**src/design/masked_hamming_distance_macros.svh**
```systemverilog
// Assertion macros for the masked Hamming distance block.
`ifndef MASKED_HAMMING_DISTANCE_MACROS_SVH
`define MASKED_HAMMING_DISTANCE_MACROS_SVH
`ifndef SYNTHESIS
`define MHD_ASSERT_IMP(label, cond, expr) \
    label: assert property (@(posedge aclk) disable iff (!aresetn) (cond) |-> (expr)) \
        else $error("masked_hamming_distance: assertion failed");
`define MHD_ASSERT_NXT(label, cond, expr) \
    label: assert property (@(posedge aclk) disable iff (!aresetn) (cond) |=> (expr)) \
        else $error("masked_hamming_distance: assertion failed");
`else
`define MHD_ASSERT_IMP(label, cond, expr)
`define MHD_ASSERT_NXT(label, cond, expr)
`endif
`endif

```
**src/design/mhd_pkg.sv**
```systemverilog
// Shared constants, types and the saturating add function of the masked Hamming distance block.
package mhd_pkg;

    localparam int DESC_BYTES = 64;
    localparam int DESC_BITS  = DESC_BYTES * 8;
    localparam int COUNT_W    = 10;
    localparam int COUNT_MAX  = (DESC_BITS < 1023) ? DESC_BITS : 1023;
    localparam int CHUNK_W    = 64;
    localparam int LANE_W     = 8;
    localparam int LANES      = CHUNK_W / LANE_W;
    localparam int LCNT_W     = $clog2(LANE_W + 1);
    localparam int SUM_W      = $clog2(CHUNK_W + 1);
    localparam int DIST_W     = COUNT_W;
    localparam int PROD_W     = 2 * COUNT_W;
    localparam int NUM_W      = PROD_W + 1;
    localparam int DEN_W      = COUNT_W + 1;
    localparam int ITER_W     = $clog2(NUM_W);

    typedef struct packed {
        logic [LCNT_W-1:0] diff_a;
        logic [LCNT_W-1:0] diff_b;
        logic [LCNT_W-1:0] ones_a;
        logic [LCNT_W-1:0] ones_b;
        logic [LCNT_W-1:0] diff;
    } lane_cnt_t;

    typedef struct packed {
        logic [COUNT_W-1:0] diff_a;
        logic [COUNT_W-1:0] diff_b;
        logic [COUNT_W-1:0] ones_a;
        logic [COUNT_W-1:0] ones_b;
        logic [COUNT_W-1:0] diff;
        logic               masked;
    } pair_cnt_t;

    typedef enum logic [2:0] {
        DIV_IDLE,
        DIV_MUL,
        DIV_SUM,
        DIV_ITER,
        DIV_DONE
    } div_state_t;

    function automatic logic [COUNT_W-1:0] sat_add(input logic [COUNT_W-1:0] acc,
                                                   input logic [SUM_W-1:0]   add);
        logic [COUNT_W:0] s;
        s = {1'b0, acc} + {{(COUNT_W + 1 - SUM_W){1'b0}}, add};
        if (s > (COUNT_W + 1)'(COUNT_MAX)) begin
            return COUNT_W'(COUNT_MAX);
        end
        return s[COUNT_W-1:0];
    endfunction

endpackage

```
**src/design/mhd_lane.sv**
```systemverilog
// One byte lane: XOR the descriptors and count differing and mask bits.
module mhd_lane (
    input  logic [mhd_pkg::LANE_W-1:0] desc_a,
    input  logic [mhd_pkg::LANE_W-1:0] mask_a,
    input  logic [mhd_pkg::LANE_W-1:0] desc_b,
    input  logic [mhd_pkg::LANE_W-1:0] mask_b,
    output mhd_pkg::lane_cnt_t         cnt
);

    logic [mhd_pkg::LANE_W-1:0] diff;

    assign diff = desc_a ^ desc_b;

    always_comb begin
        cnt = '0;
        for (int i = 0; i < mhd_pkg::LANE_W; i++) begin
            cnt.diff_a = cnt.diff_a + mhd_pkg::LCNT_W'(diff[i] & mask_a[i]);
            cnt.diff_b = cnt.diff_b + mhd_pkg::LCNT_W'(diff[i] & mask_b[i]);
            cnt.ones_a = cnt.ones_a + mhd_pkg::LCNT_W'(mask_a[i]);
            cnt.ones_b = cnt.ones_b + mhd_pkg::LCNT_W'(mask_b[i]);
            cnt.diff   = cnt.diff   + mhd_pkg::LCNT_W'(diff[i]);
        end
    end

endmodule

```
**src/design/mhd_merge.sv**
```systemverilog
// Merge the lane counts of a chunk and keep the saturating per-pair totals.
module mhd_merge (
    input  logic                    aclk,
    input  logic                    aresetn,
    input  logic                    lane_valid,
    input  logic                    lane_last,
    input  mhd_pkg::lane_cnt_t      lane_cnt [mhd_pkg::LANES],
    input  logic                    masked_mode,
    output logic                    snap_valid,
    output mhd_pkg::pair_cnt_t      snap
);

    logic [mhd_pkg::SUM_W-1:0]   sum_diff_a, sum_diff_b, sum_ones_a, sum_ones_b, sum_diff;
    logic [mhd_pkg::COUNT_W-1:0] acc_diff_a_reg, acc_diff_b_reg, acc_ones_a_reg;
    logic [mhd_pkg::COUNT_W-1:0] acc_ones_b_reg, acc_diff_reg;
    mhd_pkg::pair_cnt_t          total;
    mhd_pkg::pair_cnt_t          snap_reg;
    logic                        snap_valid_reg;

    always_comb begin
        sum_diff_a = '0;
        sum_diff_b = '0;
        sum_ones_a = '0;
        sum_ones_b = '0;
        sum_diff   = '0;
        for (int i = 0; i < mhd_pkg::LANES; i++) begin
            sum_diff_a = sum_diff_a + mhd_pkg::SUM_W'(lane_cnt[i].diff_a);
            sum_diff_b = sum_diff_b + mhd_pkg::SUM_W'(lane_cnt[i].diff_b);
            sum_ones_a = sum_ones_a + mhd_pkg::SUM_W'(lane_cnt[i].ones_a);
            sum_ones_b = sum_ones_b + mhd_pkg::SUM_W'(lane_cnt[i].ones_b);
            sum_diff   = sum_diff   + mhd_pkg::SUM_W'(lane_cnt[i].diff);
        end
    end

    always_comb begin
        total.diff_a = mhd_pkg::sat_add(acc_diff_a_reg, sum_diff_a);
        total.diff_b = mhd_pkg::sat_add(acc_diff_b_reg, sum_diff_b);
        total.ones_a = mhd_pkg::sat_add(acc_ones_a_reg, sum_ones_a);
        total.ones_b = mhd_pkg::sat_add(acc_ones_b_reg, sum_ones_b);
        total.diff   = mhd_pkg::sat_add(acc_diff_reg, sum_diff);
        total.masked = masked_mode;
    end

    always_ff @(posedge aclk) begin
        if (!aresetn) begin
            acc_diff_a_reg <= '0;
            acc_diff_b_reg <= '0;
            acc_ones_a_reg <= '0;
            acc_ones_b_reg <= '0;
            acc_diff_reg   <= '0;
            snap_valid_reg <= 1'b0;
        end else begin
            snap_valid_reg <= lane_valid & lane_last;
            if (lane_valid) begin
                // clear the totals once the last chunk hands them off
                if (lane_last) begin
                    acc_diff_a_reg <= '0;
                    acc_diff_b_reg <= '0;
                    acc_ones_a_reg <= '0;
                    acc_ones_b_reg <= '0;
                    acc_diff_reg   <= '0;
                end else begin
                    acc_diff_a_reg <= total.diff_a;
                    acc_diff_b_reg <= total.diff_b;
                    acc_ones_a_reg <= total.ones_a;
                    acc_ones_b_reg <= total.ones_b;
                    acc_diff_reg   <= total.diff;
                end
            end
        end
    end

    always_ff @(posedge aclk) begin
        if (lane_valid && lane_last) begin
            snap_reg <= total;
        end
    end

    assign snap_valid = snap_valid_reg;
    assign snap       = snap_reg;

endmodule

```
**src/design/mhd_div.sv**
```systemverilog
// Weighting, bit-serial division and the result register.
module mhd_div (
    input  logic                         aclk,
    input  logic                         aresetn,
    input  logic                         snap_valid,
    input  mhd_pkg::pair_cnt_t           snap,
    input  logic                         m_ready,
    output logic                         m_valid,
    output logic [mhd_pkg::DIST_W-1:0]   m_distance,
    output logic                         m_no_valid_bits,
    output logic                         done
);

    mhd_pkg::div_state_t          state_reg, state_next;
    mhd_pkg::pair_cnt_t           cnt_reg, cnt_next;
    logic [mhd_pkg::PROD_W-1:0]   prod_a_reg, prod_a_next, prod_b_reg, prod_b_next;
    logic [mhd_pkg::NUM_W-1:0]    num_reg, num_next;
    logic [mhd_pkg::DEN_W-1:0]    den_reg, den_next, rem_reg, rem_next;
    logic [mhd_pkg::ITER_W-1:0]   iter_reg, iter_next;
    logic                         m_valid_reg, m_valid_next;
    logic [mhd_pkg::DIST_W-1:0]   dist_reg, dist_next;
    logic                         flag_reg, flag_next;
    logic [mhd_pkg::DEN_W:0]      trial;

    always_ff @(posedge aclk) begin
        if (!aresetn) begin
            state_reg   <= mhd_pkg::DIV_IDLE;
            m_valid_reg <= 1'b0;
        end else begin
            state_reg   <= state_next;
            m_valid_reg <= m_valid_next;
        end
    end

    always_ff @(posedge aclk) begin
        cnt_reg    <= cnt_next;
        prod_a_reg <= prod_a_next;
        prod_b_reg <= prod_b_next;
        num_reg    <= num_next;
        den_reg    <= den_next;
        rem_reg    <= rem_next;
        iter_reg   <= iter_next;
        dist_reg   <= dist_next;
        flag_reg   <= flag_next;
    end

    assign trial = {rem_reg, num_reg[mhd_pkg::NUM_W-1]};

    always_comb begin
        state_next   = state_reg;
        cnt_next     = cnt_reg;
        prod_a_next  = prod_a_reg;
        prod_b_next  = prod_b_reg;
        num_next     = num_reg;
        den_next     = den_reg;
        rem_next     = rem_reg;
        iter_next    = iter_reg;
        dist_next    = dist_reg;
        flag_next    = flag_reg;
        m_valid_next = m_valid_reg & ~m_ready;
        done         = 1'b0;
        case (state_reg)
            mhd_pkg::DIV_IDLE: begin
                if (snap_valid) begin
                    cnt_next   = snap;
                    state_next = mhd_pkg::DIV_MUL;
                end
            end
            mhd_pkg::DIV_MUL: begin
                prod_a_next = mhd_pkg::PROD_W'(cnt_reg.diff_a) * mhd_pkg::PROD_W'(cnt_reg.ones_a);
                prod_b_next = mhd_pkg::PROD_W'(cnt_reg.diff_b) * mhd_pkg::PROD_W'(cnt_reg.ones_b);
                state_next  = mhd_pkg::DIV_SUM;
            end
            mhd_pkg::DIV_SUM: begin
                num_next  = {1'b0, prod_a_reg} + {1'b0, prod_b_reg};
                den_next  = {1'b0, cnt_reg.ones_a} + {1'b0, cnt_reg.ones_b};
                rem_next  = '0;
                iter_next = mhd_pkg::ITER_W'(mhd_pkg::NUM_W - 1);
                if (!cnt_reg.masked || den_next == '0) begin
                    state_next = mhd_pkg::DIV_DONE;
                end else begin
                    state_next = mhd_pkg::DIV_ITER;
                end
            end
            mhd_pkg::DIV_ITER: begin
                // restoring step: quotient bits shift into the numerator register
                if (trial >= {1'b0, den_reg}) begin
                    rem_next = mhd_pkg::DEN_W'(trial - {1'b0, den_reg});
                    num_next = {num_reg[mhd_pkg::NUM_W-2:0], 1'b1};
                end else begin
                    rem_next = trial[mhd_pkg::DEN_W-1:0];
                    num_next = {num_reg[mhd_pkg::NUM_W-2:0], 1'b0};
                end
                if (iter_reg == '0) begin
                    state_next = mhd_pkg::DIV_DONE;
                end else begin
                    iter_next = iter_reg - mhd_pkg::ITER_W'(1);
                end
            end
            mhd_pkg::DIV_DONE: begin
                // hold until the result register is free
                if (!m_valid_reg || m_ready) begin
                    m_valid_next = 1'b1;
                    done         = 1'b1;
                    state_next   = mhd_pkg::DIV_IDLE;
                    flag_next    = 1'b0;
                    if (!cnt_reg.masked) begin
                        dist_next = cnt_reg.diff;
                    end else if (den_reg == '0) begin
                        dist_next = '0;
                        flag_next = 1'b1;
                    end else if (|num_reg[mhd_pkg::NUM_W-1:mhd_pkg::DIST_W]) begin
                        dist_next = '1;
                    end else begin
                        dist_next = num_reg[mhd_pkg::DIST_W-1:0];
                    end
                end
            end
            default: begin
                state_next = mhd_pkg::DIV_IDLE;
            end
        endcase
    end

    assign m_valid         = m_valid_reg;
    assign m_distance      = dist_reg;
    assign m_no_valid_bits = flag_reg;

endmodule

```
**src/design/masked_hamming_distance.sv**
```systemverilog
// Masked Hamming distance top level: lanes, merge, divider, config register.
// Chunks of a descriptor pair are taken one per cycle through eight byte lanes while s_ready is high.
// After the last chunk the counts pass the lane register, merge snapshot and multiply and sum
// states, then in masked mode with non-empty masks the 21-step bit-serial divider.
// s_ready stays low from the last chunk until its result is loaded into the output register.
// Synchronous active-low reset clears the counts and sets masked_mode to 1.
`include "masked_hamming_distance_macros.svh"

module masked_hamming_distance (
    input  logic                          aclk,
    input  logic                          aresetn,
    input  logic                          cfg_wr_en,
    input  logic                          cfg_wr_data,
    input  logic                          s_valid,
    output logic                          s_ready,
    input  logic [mhd_pkg::CHUNK_W-1:0]   s_desc_a_chunk,
    input  logic [mhd_pkg::CHUNK_W-1:0]   s_mask_a_chunk,
    input  logic [mhd_pkg::CHUNK_W-1:0]   s_desc_b_chunk,
    input  logic [mhd_pkg::CHUNK_W-1:0]   s_mask_b_chunk,
    input  logic                          s_last_chunk,
    output logic                          m_valid,
    input  logic                          m_ready,
    output logic [mhd_pkg::DIST_W-1:0]    m_distance,
    output logic                          m_no_valid_bits
);

    logic                masked_mode_reg;
    logic                pend_reg, pend_next;
    logic                accept;
    logic                lane_valid_reg, lane_last_reg;
    mhd_pkg::lane_cnt_t  lane_cnt     [mhd_pkg::LANES];
    mhd_pkg::lane_cnt_t  lane_cnt_reg [mhd_pkg::LANES];
    logic                snap_valid;
    mhd_pkg::pair_cnt_t  snap;
    logic                done;

    assign s_ready = ~pend_reg;
    assign accept  = s_valid & s_ready;

    for (genvar g = 0; g < mhd_pkg::LANES; g++) begin : g_lane
        mhd_lane u_lane (
            .desc_a (s_desc_a_chunk[g*mhd_pkg::LANE_W +: mhd_pkg::LANE_W]),
            .mask_a (s_mask_a_chunk[g*mhd_pkg::LANE_W +: mhd_pkg::LANE_W]),
            .desc_b (s_desc_b_chunk[g*mhd_pkg::LANE_W +: mhd_pkg::LANE_W]),
            .mask_b (s_mask_b_chunk[g*mhd_pkg::LANE_W +: mhd_pkg::LANE_W]),
            .cnt    (lane_cnt[g])
        );
    end

    // a pair stays pending from its last request until the result is loaded
    assign pend_next = (pend_reg | (accept & s_last_chunk)) & ~done;

    always_ff @(posedge aclk) begin
        if (!aresetn) begin
            masked_mode_reg <= 1'b1;
            pend_reg        <= 1'b0;
            lane_valid_reg  <= 1'b0;
            lane_last_reg   <= 1'b0;
        end else begin
            if (cfg_wr_en) begin
                masked_mode_reg <= cfg_wr_data;
            end
            pend_reg       <= pend_next;
            lane_valid_reg <= accept;
            lane_last_reg  <= accept & s_last_chunk;
        end
    end

    always_ff @(posedge aclk) begin
        if (accept) begin
            lane_cnt_reg <= lane_cnt;
        end
    end

    mhd_merge u_merge (
        .aclk        (aclk),
        .aresetn     (aresetn),
        .lane_valid  (lane_valid_reg),
        .lane_last   (lane_last_reg),
        .lane_cnt    (lane_cnt_reg),
        .masked_mode (masked_mode_reg),
        .snap_valid  (snap_valid),
        .snap        (snap)
    );

    mhd_div u_div (
        .aclk            (aclk),
        .aresetn         (aresetn),
        .snap_valid      (snap_valid),
        .snap            (snap),
        .m_ready         (m_ready),
        .m_valid         (m_valid),
        .m_distance      (m_distance),
        .m_no_valid_bits (m_no_valid_bits),
        .done            (done)
    );

    `MHD_ASSERT_IMP(a_result_follows_pair, $rose(m_valid), $past(pend_reg))
    `MHD_ASSERT_IMP(a_empty_masks_zero, m_valid && m_no_valid_bits, m_distance == '0)
    `MHD_ASSERT_IMP(a_distance_bound, m_valid, m_distance <= mhd_pkg::COUNT_MAX)
    `MHD_ASSERT_NXT(a_no_request_while_pending, accept && s_last_chunk, !s_ready)

endmodule

```
**config.mk**
```make
export PLATFORM = sky130hd
export DESIGN_NAME = masked_hamming_distance
export DESIGN_NICKNAME = d
export VERILOG_FILES = /design/src/design/mhd_pkg.sv /design/src/design/mhd_lane.sv /design/src/design/mhd_merge.sv /design/src/design/mhd_div.sv /design/src/design/masked_hamming_distance.sv
export VERILOG_INCLUDE_DIRS = /design/src /design/src/design
export SDC_FILE = /design/constraint.sdc
export NUM_CORES = 2
export LEC_CHECK = 0
export ABC_AREA = 1
export BUFFER_PORTS_ARGS = -buffer_cell sky130_fd_sc_hd__buf_2
export CORE_UTILIZATION = 35
export CTS_BUF_LIST = sky130_fd_sc_hd__clkbuf_4 sky130_fd_sc_hd__clkbuf_8
export DETAILED_ROUTE_END_ITERATION = 10
export SKIP_CTS_REPAIR_TIMING = 1
export SLEW_MARGIN = 20
export SYNTH_ARGS = -nofsm -noshare
export SYNTH_HDL_FRONTEND = slang
export SYNTH_SLANG_ARGS = --single-unit
```
**constraint.sdc**
```tcl
create_clock -name aclk -period 11.66 [get_ports aclk]
set_input_delay 1.749 -clock aclk [delete_from_list [all_inputs] [get_ports aclk]]
set_output_delay 1.749 -clock aclk [all_outputs]
set_load 0.02 [all_outputs]
```
After elaboration in Yosys (flattened, before gate mapping):

Cells that the tools add are included.

* $add $sub $neg: 324
* multiply operators: 2
* order comparisons: 6
* eq/ne operators: 8
* multiplexer cells: 39
* bitwise logic cells: 145
* reduce and logical (&&, ||, !) cells: 15

Operator list (number)
* 4-bit by 1-bit adder with 4-bit output: 144
* 4-bit adder: 112
* 7-bit by 4-bit adder with 7-bit output: 30
* 10-bit two-way mux: 18
* 1-bit AND: 133
* 8-bit XOR: 8
* 10-bit by 7-bit adder with 11-bit output: 5
* 11-bit by 10-bit > comparator with 1-bit output (second input constant): 5
* 1-bit by 1-bit adder with 2-bit output: 24
* 21-bit case mux with 2 select lines: 1
* 10-bit by 10-bit multiplier with 20-bit output: 2
* 4-bit by 4-bit adder with 5-bit output: 5
* 11-bit zero test: 2
* 11-bit case mux with 2 select lines: 1
* 20-bit by 20-bit adder with 21-bit output: 1
* 3-bit case mux with 5 select lines: 1
* 12-bit by 11-bit greater-or-equal comparator with 1-bit output: 1
* 3-bit two-way mux: 4
* 10-bit by 10-bit adder with 11-bit output: 1
* 1-bit two-way mux: 11
* 11-bit two-way mux: 1
* 11-bit OR reduction: 1
* 11-bit subtractor: 1
* 5-bit case mux with 2 select lines: 1
* 17 further kinds: 26

* flip-flop bits (word level): 420
* bits of input ports: 263
* output and inout bits: 13
* logic and storage cells: 611

Longest topological paths before layout:

* word-level depth: 12
* gate-level depth with buffers: 30
* depth with buffers taken out: 30

Modules after synthesis:

Synthesis repeated with hierarchy kept, for this count alone.

* cells, all modules: 4065
* area total of the unflattened synthesis: 37262.0 µm²

By module, submodules not included
* mhd_div: instances 1, cells each 1656, area an instance 14433.8 µm², sequential area each 4584.4 µm²
* mhd_merge: instances 1, cells each 1063, area an instance 9409.0 µm², sequential area each 2552.4 µm²
* mhd_lane (g_lane[0].u_lane ...): instances 7, cells each 146, area an instance 1058.5 µm², sequential area each 0.0 µm²
* masked_hamming_distance: instances 1, cells each 179, area an instance 4954.8 µm², sequential area each 4884.7 µm²
* mhd_lane (g_lane[7].u_lane): instances 1, cells each 145, area an instance 1054.8 µm², sequential area each 0.0 µm²

Worst setup path after synthesis:

Ideal clock, no wire load.

* path kind: in2reg
* start point: in s_valid
* end point: reg pend_reg
* library setup time: 0.102 ns
* arrival: 9.301 ns
* data required time: 11.558 ns
* setup slack: 2.257 ns
* stages: 4
* path buffers: 0
* path through: inv_1 > nor2_1 > nand2_1 > a211oi_1

* word-level cells in the longest chain between the ends: 4

RTL lines
* start: declaration: RTL line masked_hamming_distance.sv:14 `input logic s_valid,`
* 1-bit AND: RTL line masked_hamming_distance.sv:38 `assign accept = s_valid & s_ready;`
* named net accept: RTL line masked_hamming_distance.sv:29 `logic accept;`
* 1-bit AND: RTL line masked_hamming_distance.sv:51 `assign pend_next = (pend_reg | (accept & s_last_chunk)) & ~done;`
* 1-bit OR: RTL line masked_hamming_distance.sv:51
* 1-bit AND: RTL line masked_hamming_distance.sv:51
* end signal: assignment: RTL line masked_hamming_distance.sv:63 `pend_reg <= pend_next;`
* end: declaration: RTL line masked_hamming_distance.sv:28 `logic pend_reg, pend_next;`

The timed path passes the listed nets, and every way through them passes these cells.
A chain may end at the register's enable or synchronous reset.

==> impl_metrics.toml <==
[logic_synthesis]
synth_edf_count = 361
synth.most_common_cell = "inv_1"
synth_ff_type = "edfxtp_1"
syn_avg_cell_area_um2 = 9.35
synth_top_family_by_area = "adder cells"
ys_ff_latch = 420
synth_top_area_share_pct = 29.3
synth_commonest_cells = "inv_1 (900), nand2_1 (790), fa_1 (387)"
synthMuxAreaShare_pct = 0
ys_seq_area_share_pct = 32.5
syn_area_mm2 = 0.0370
synthTopCellsByArea = "edfxtp_1 (29%), fa_1 (21%), ha_1 (13%)"
yosysWarnings = 0
synth_xor_area_share_pct = 4.45
yosys.area_share.simple_pct = 14.8
synth_fa_ha_area_share_pct = 33.9
yosys.area.top_type = "edfxtp_1"
async_flop_share_pct = 0
syn_inst = 3960
syn-num-nets = 4993
synth_compound_area_share_pct = 4.52
yosysUniqueCellTypes = 49

[cells_and_area]
final_util_pct = 40.0
final_cells = 5695
multi_input_area_mm2 = 0.0214
area_delta_synth_final_pct = 12.6
drive_above_1_share_pct = 10.8
nets = 5287
regArea_mm2 = 0.0120
fillCellCount = 10400
largest_reg_flops = 160

[drt]
routedWlPerCell_um = 15.1
ant_nets = 0
wirelength_um = 86000
vias = 26200
drtIter0Drc = 1219
viasPerCell = 4.59
drc = 0
drt_pass1_iterations = 5

[clocking]
clk_pin_slew_ns = 0.07
numCtsBuffers = 74
root_buffer = "clkbuf_8"
clock_path_buffers = 3
clock-sinks = 420
clock_latency_ns = 0.68
cts_tree = "built"
cts_max_level = 3

[grt]
grt_first_pass_wirelength_um = 139000
antenna_found_initial = 6
grt_max_degree = 162
gr-total-overflow = 0
first_global_vias = 26900
grt_usage_pct = 16.3

[placed_design]
gp_congestion = 0.886
dp_hpwl_um = 71300
dp.cells = 5558
pre_cts_ws_ns = 5.43
port-buffer-count = 275

[floorplanning]
io_pins = 276
fp-row-count = 118
initial_core_util_pct = 35.5
dieHeight_um = 327
die_w_um = 327
core_area_mm2 = 0.104
dieArea_mm2 = 0.107

[critical_path]
worstRegToRegCells = 27
timing.rr.start = "lane_cnt_reg[134]$_DFFE_PP_"
rrSetupSlack_ns = 5.49
cp_num_buf_inv = 3
end_kind = "register"
cp-start-kind = "register"
cp_max_fo = 9
critPathKind = "reg2reg"
critPathArrivalTime_ns = 6.60
critPathTopFamily = "adder cells"
reg2reg_to = "u_merge.snap[34]$_DFFE_PP_"
cp_common_cell = "nand2_1"
max_stage_delay_ns = 0.53
cpMaxStageDelayCell = "fa_1"
worstPathRequired_ns = 12.09

[run]
maxCapViolCount = 0

[sta]
setup_viol = 0
fin_ws_ns = 5.49
drv_slew = 0
rsz0062_at_grt = "no"
fin_crit_sh_pct = 52.9
tightest_slew_ns = 0.937
fmax_ghz = 0.162
finalHoldViolCount = 0
maxSlewHeadroom_pct = 37.6
min_period_ns = 6.17
clock_skew_ns = 0.0444
tns_ns = 0

[worst_hold_path]
min_path_type = "reg2reg"
min_path_cells = 0
min_from = "u_merge.snap[30]$_DFFE_PP_"
hold_end = "u_div.cnt_reg[30]$_DFFE_PP_"

[outcome]
status = "finished clean"
==> layout by cell type (no fill, tap or decap), drive strengths merged, types with 2 or more instances in the layout <==
master,count
inv,907
nand2,798
fa,387
ha,383
edfxtp,361
buf,284
nor2,230
nand3,192
a21oi,179
xnor2,99
clkbuf,94
xor2,89
o21ai,77
dfxtp,59
nand4,31
clkinv,27
nand3b,20
nor3,16
a21o,13
bufinv,12
a31oi,11
a21boi,8
nor4,7
or2,7
o31ai,6
o21bai,4
and2,3
diode,2
o21a,2
o2111ai,2
==> cells by family after synthesis <==
kind of cell | Yosys count
and+or+nand+nor | 1306
buffers and inverters | 971
adders and majority gates | 770
DFF | 420
AOI/OAI and AO/OA | 305
xor gates and xnor gates | 188
==> routing by layer <==
metal | GRT usage, % | part of all wire (%) | up-vias | routed length (um)
met5 | 0 | 0.031 | - | 27
met4 | 3.33 | 1.6 | 4 | 1410
met3 | 1.98 | 4.0 | 97 | 3410
met2 | 29.9 | 51 | 571 | 43700
met1 | 20.6 | 44 | 12500 | 37500
li1 | - | - | 13000 | -
==> worst max-delay path by stage <==
| stage | startpoint | depth (start not counted) | end |
|---|---|---|---|
| after floorplan | s_valid | 4 | pend_reg$_SDFF_PN0_ |
| after global placement | lane_cnt_reg[132]$_DFFE_PP_ | 24 | u_merge.snap[36]$_DFFE_PP_ |
| after detailed placement | lane_cnt_reg[132]$_DFFE_PP_ | 24 | u_merge.snap[34]$_DFFE_PP_ |
| after CTS | lane_cnt_reg[132]$_DFFE_PP_ | 24 | u_merge.snap[34]$_DFFE_PP_ |
| after global routing | lane_cnt_reg[138]$_DFFE_PP_ | 28 | u_merge.acc_diff_a_reg[0]$_SDFFE_PN0P_ |
| final | lane_cnt_reg[134]$_DFFE_PP_ | 27 | u_merge.snap[34]$_DFFE_PP_ |
==> layout make-up <==
| type | count | area share (%) |
|---|---|---|
| multi-input cells | 2569 | 51.3 |
| flip-flops and latches | 420 | 28.8 |
| inverters | 905 | 8.15 |
| well taps | 1380 | 4.14 |
| repair buffers | 284 | 3.49 |
| clock buffers | 94 | 2.85 |
| clock inverters | 41 | 1.28 |
| diodes | 2 | 0.0120 |
==> stage by stage <==
step	hold slack (ns)	cell area, um^2
final	0.410	41700
after detailed placement	0.405	40000
after floorplan	0.400	37000
after global routing	0.420	41700
after global placement	0.400	40000
after CTS	0.416	41700
Power is left out: the tool's default activity adds up to more than one toggle a clock period on the data nets, which glitch-free logic cannot reach.
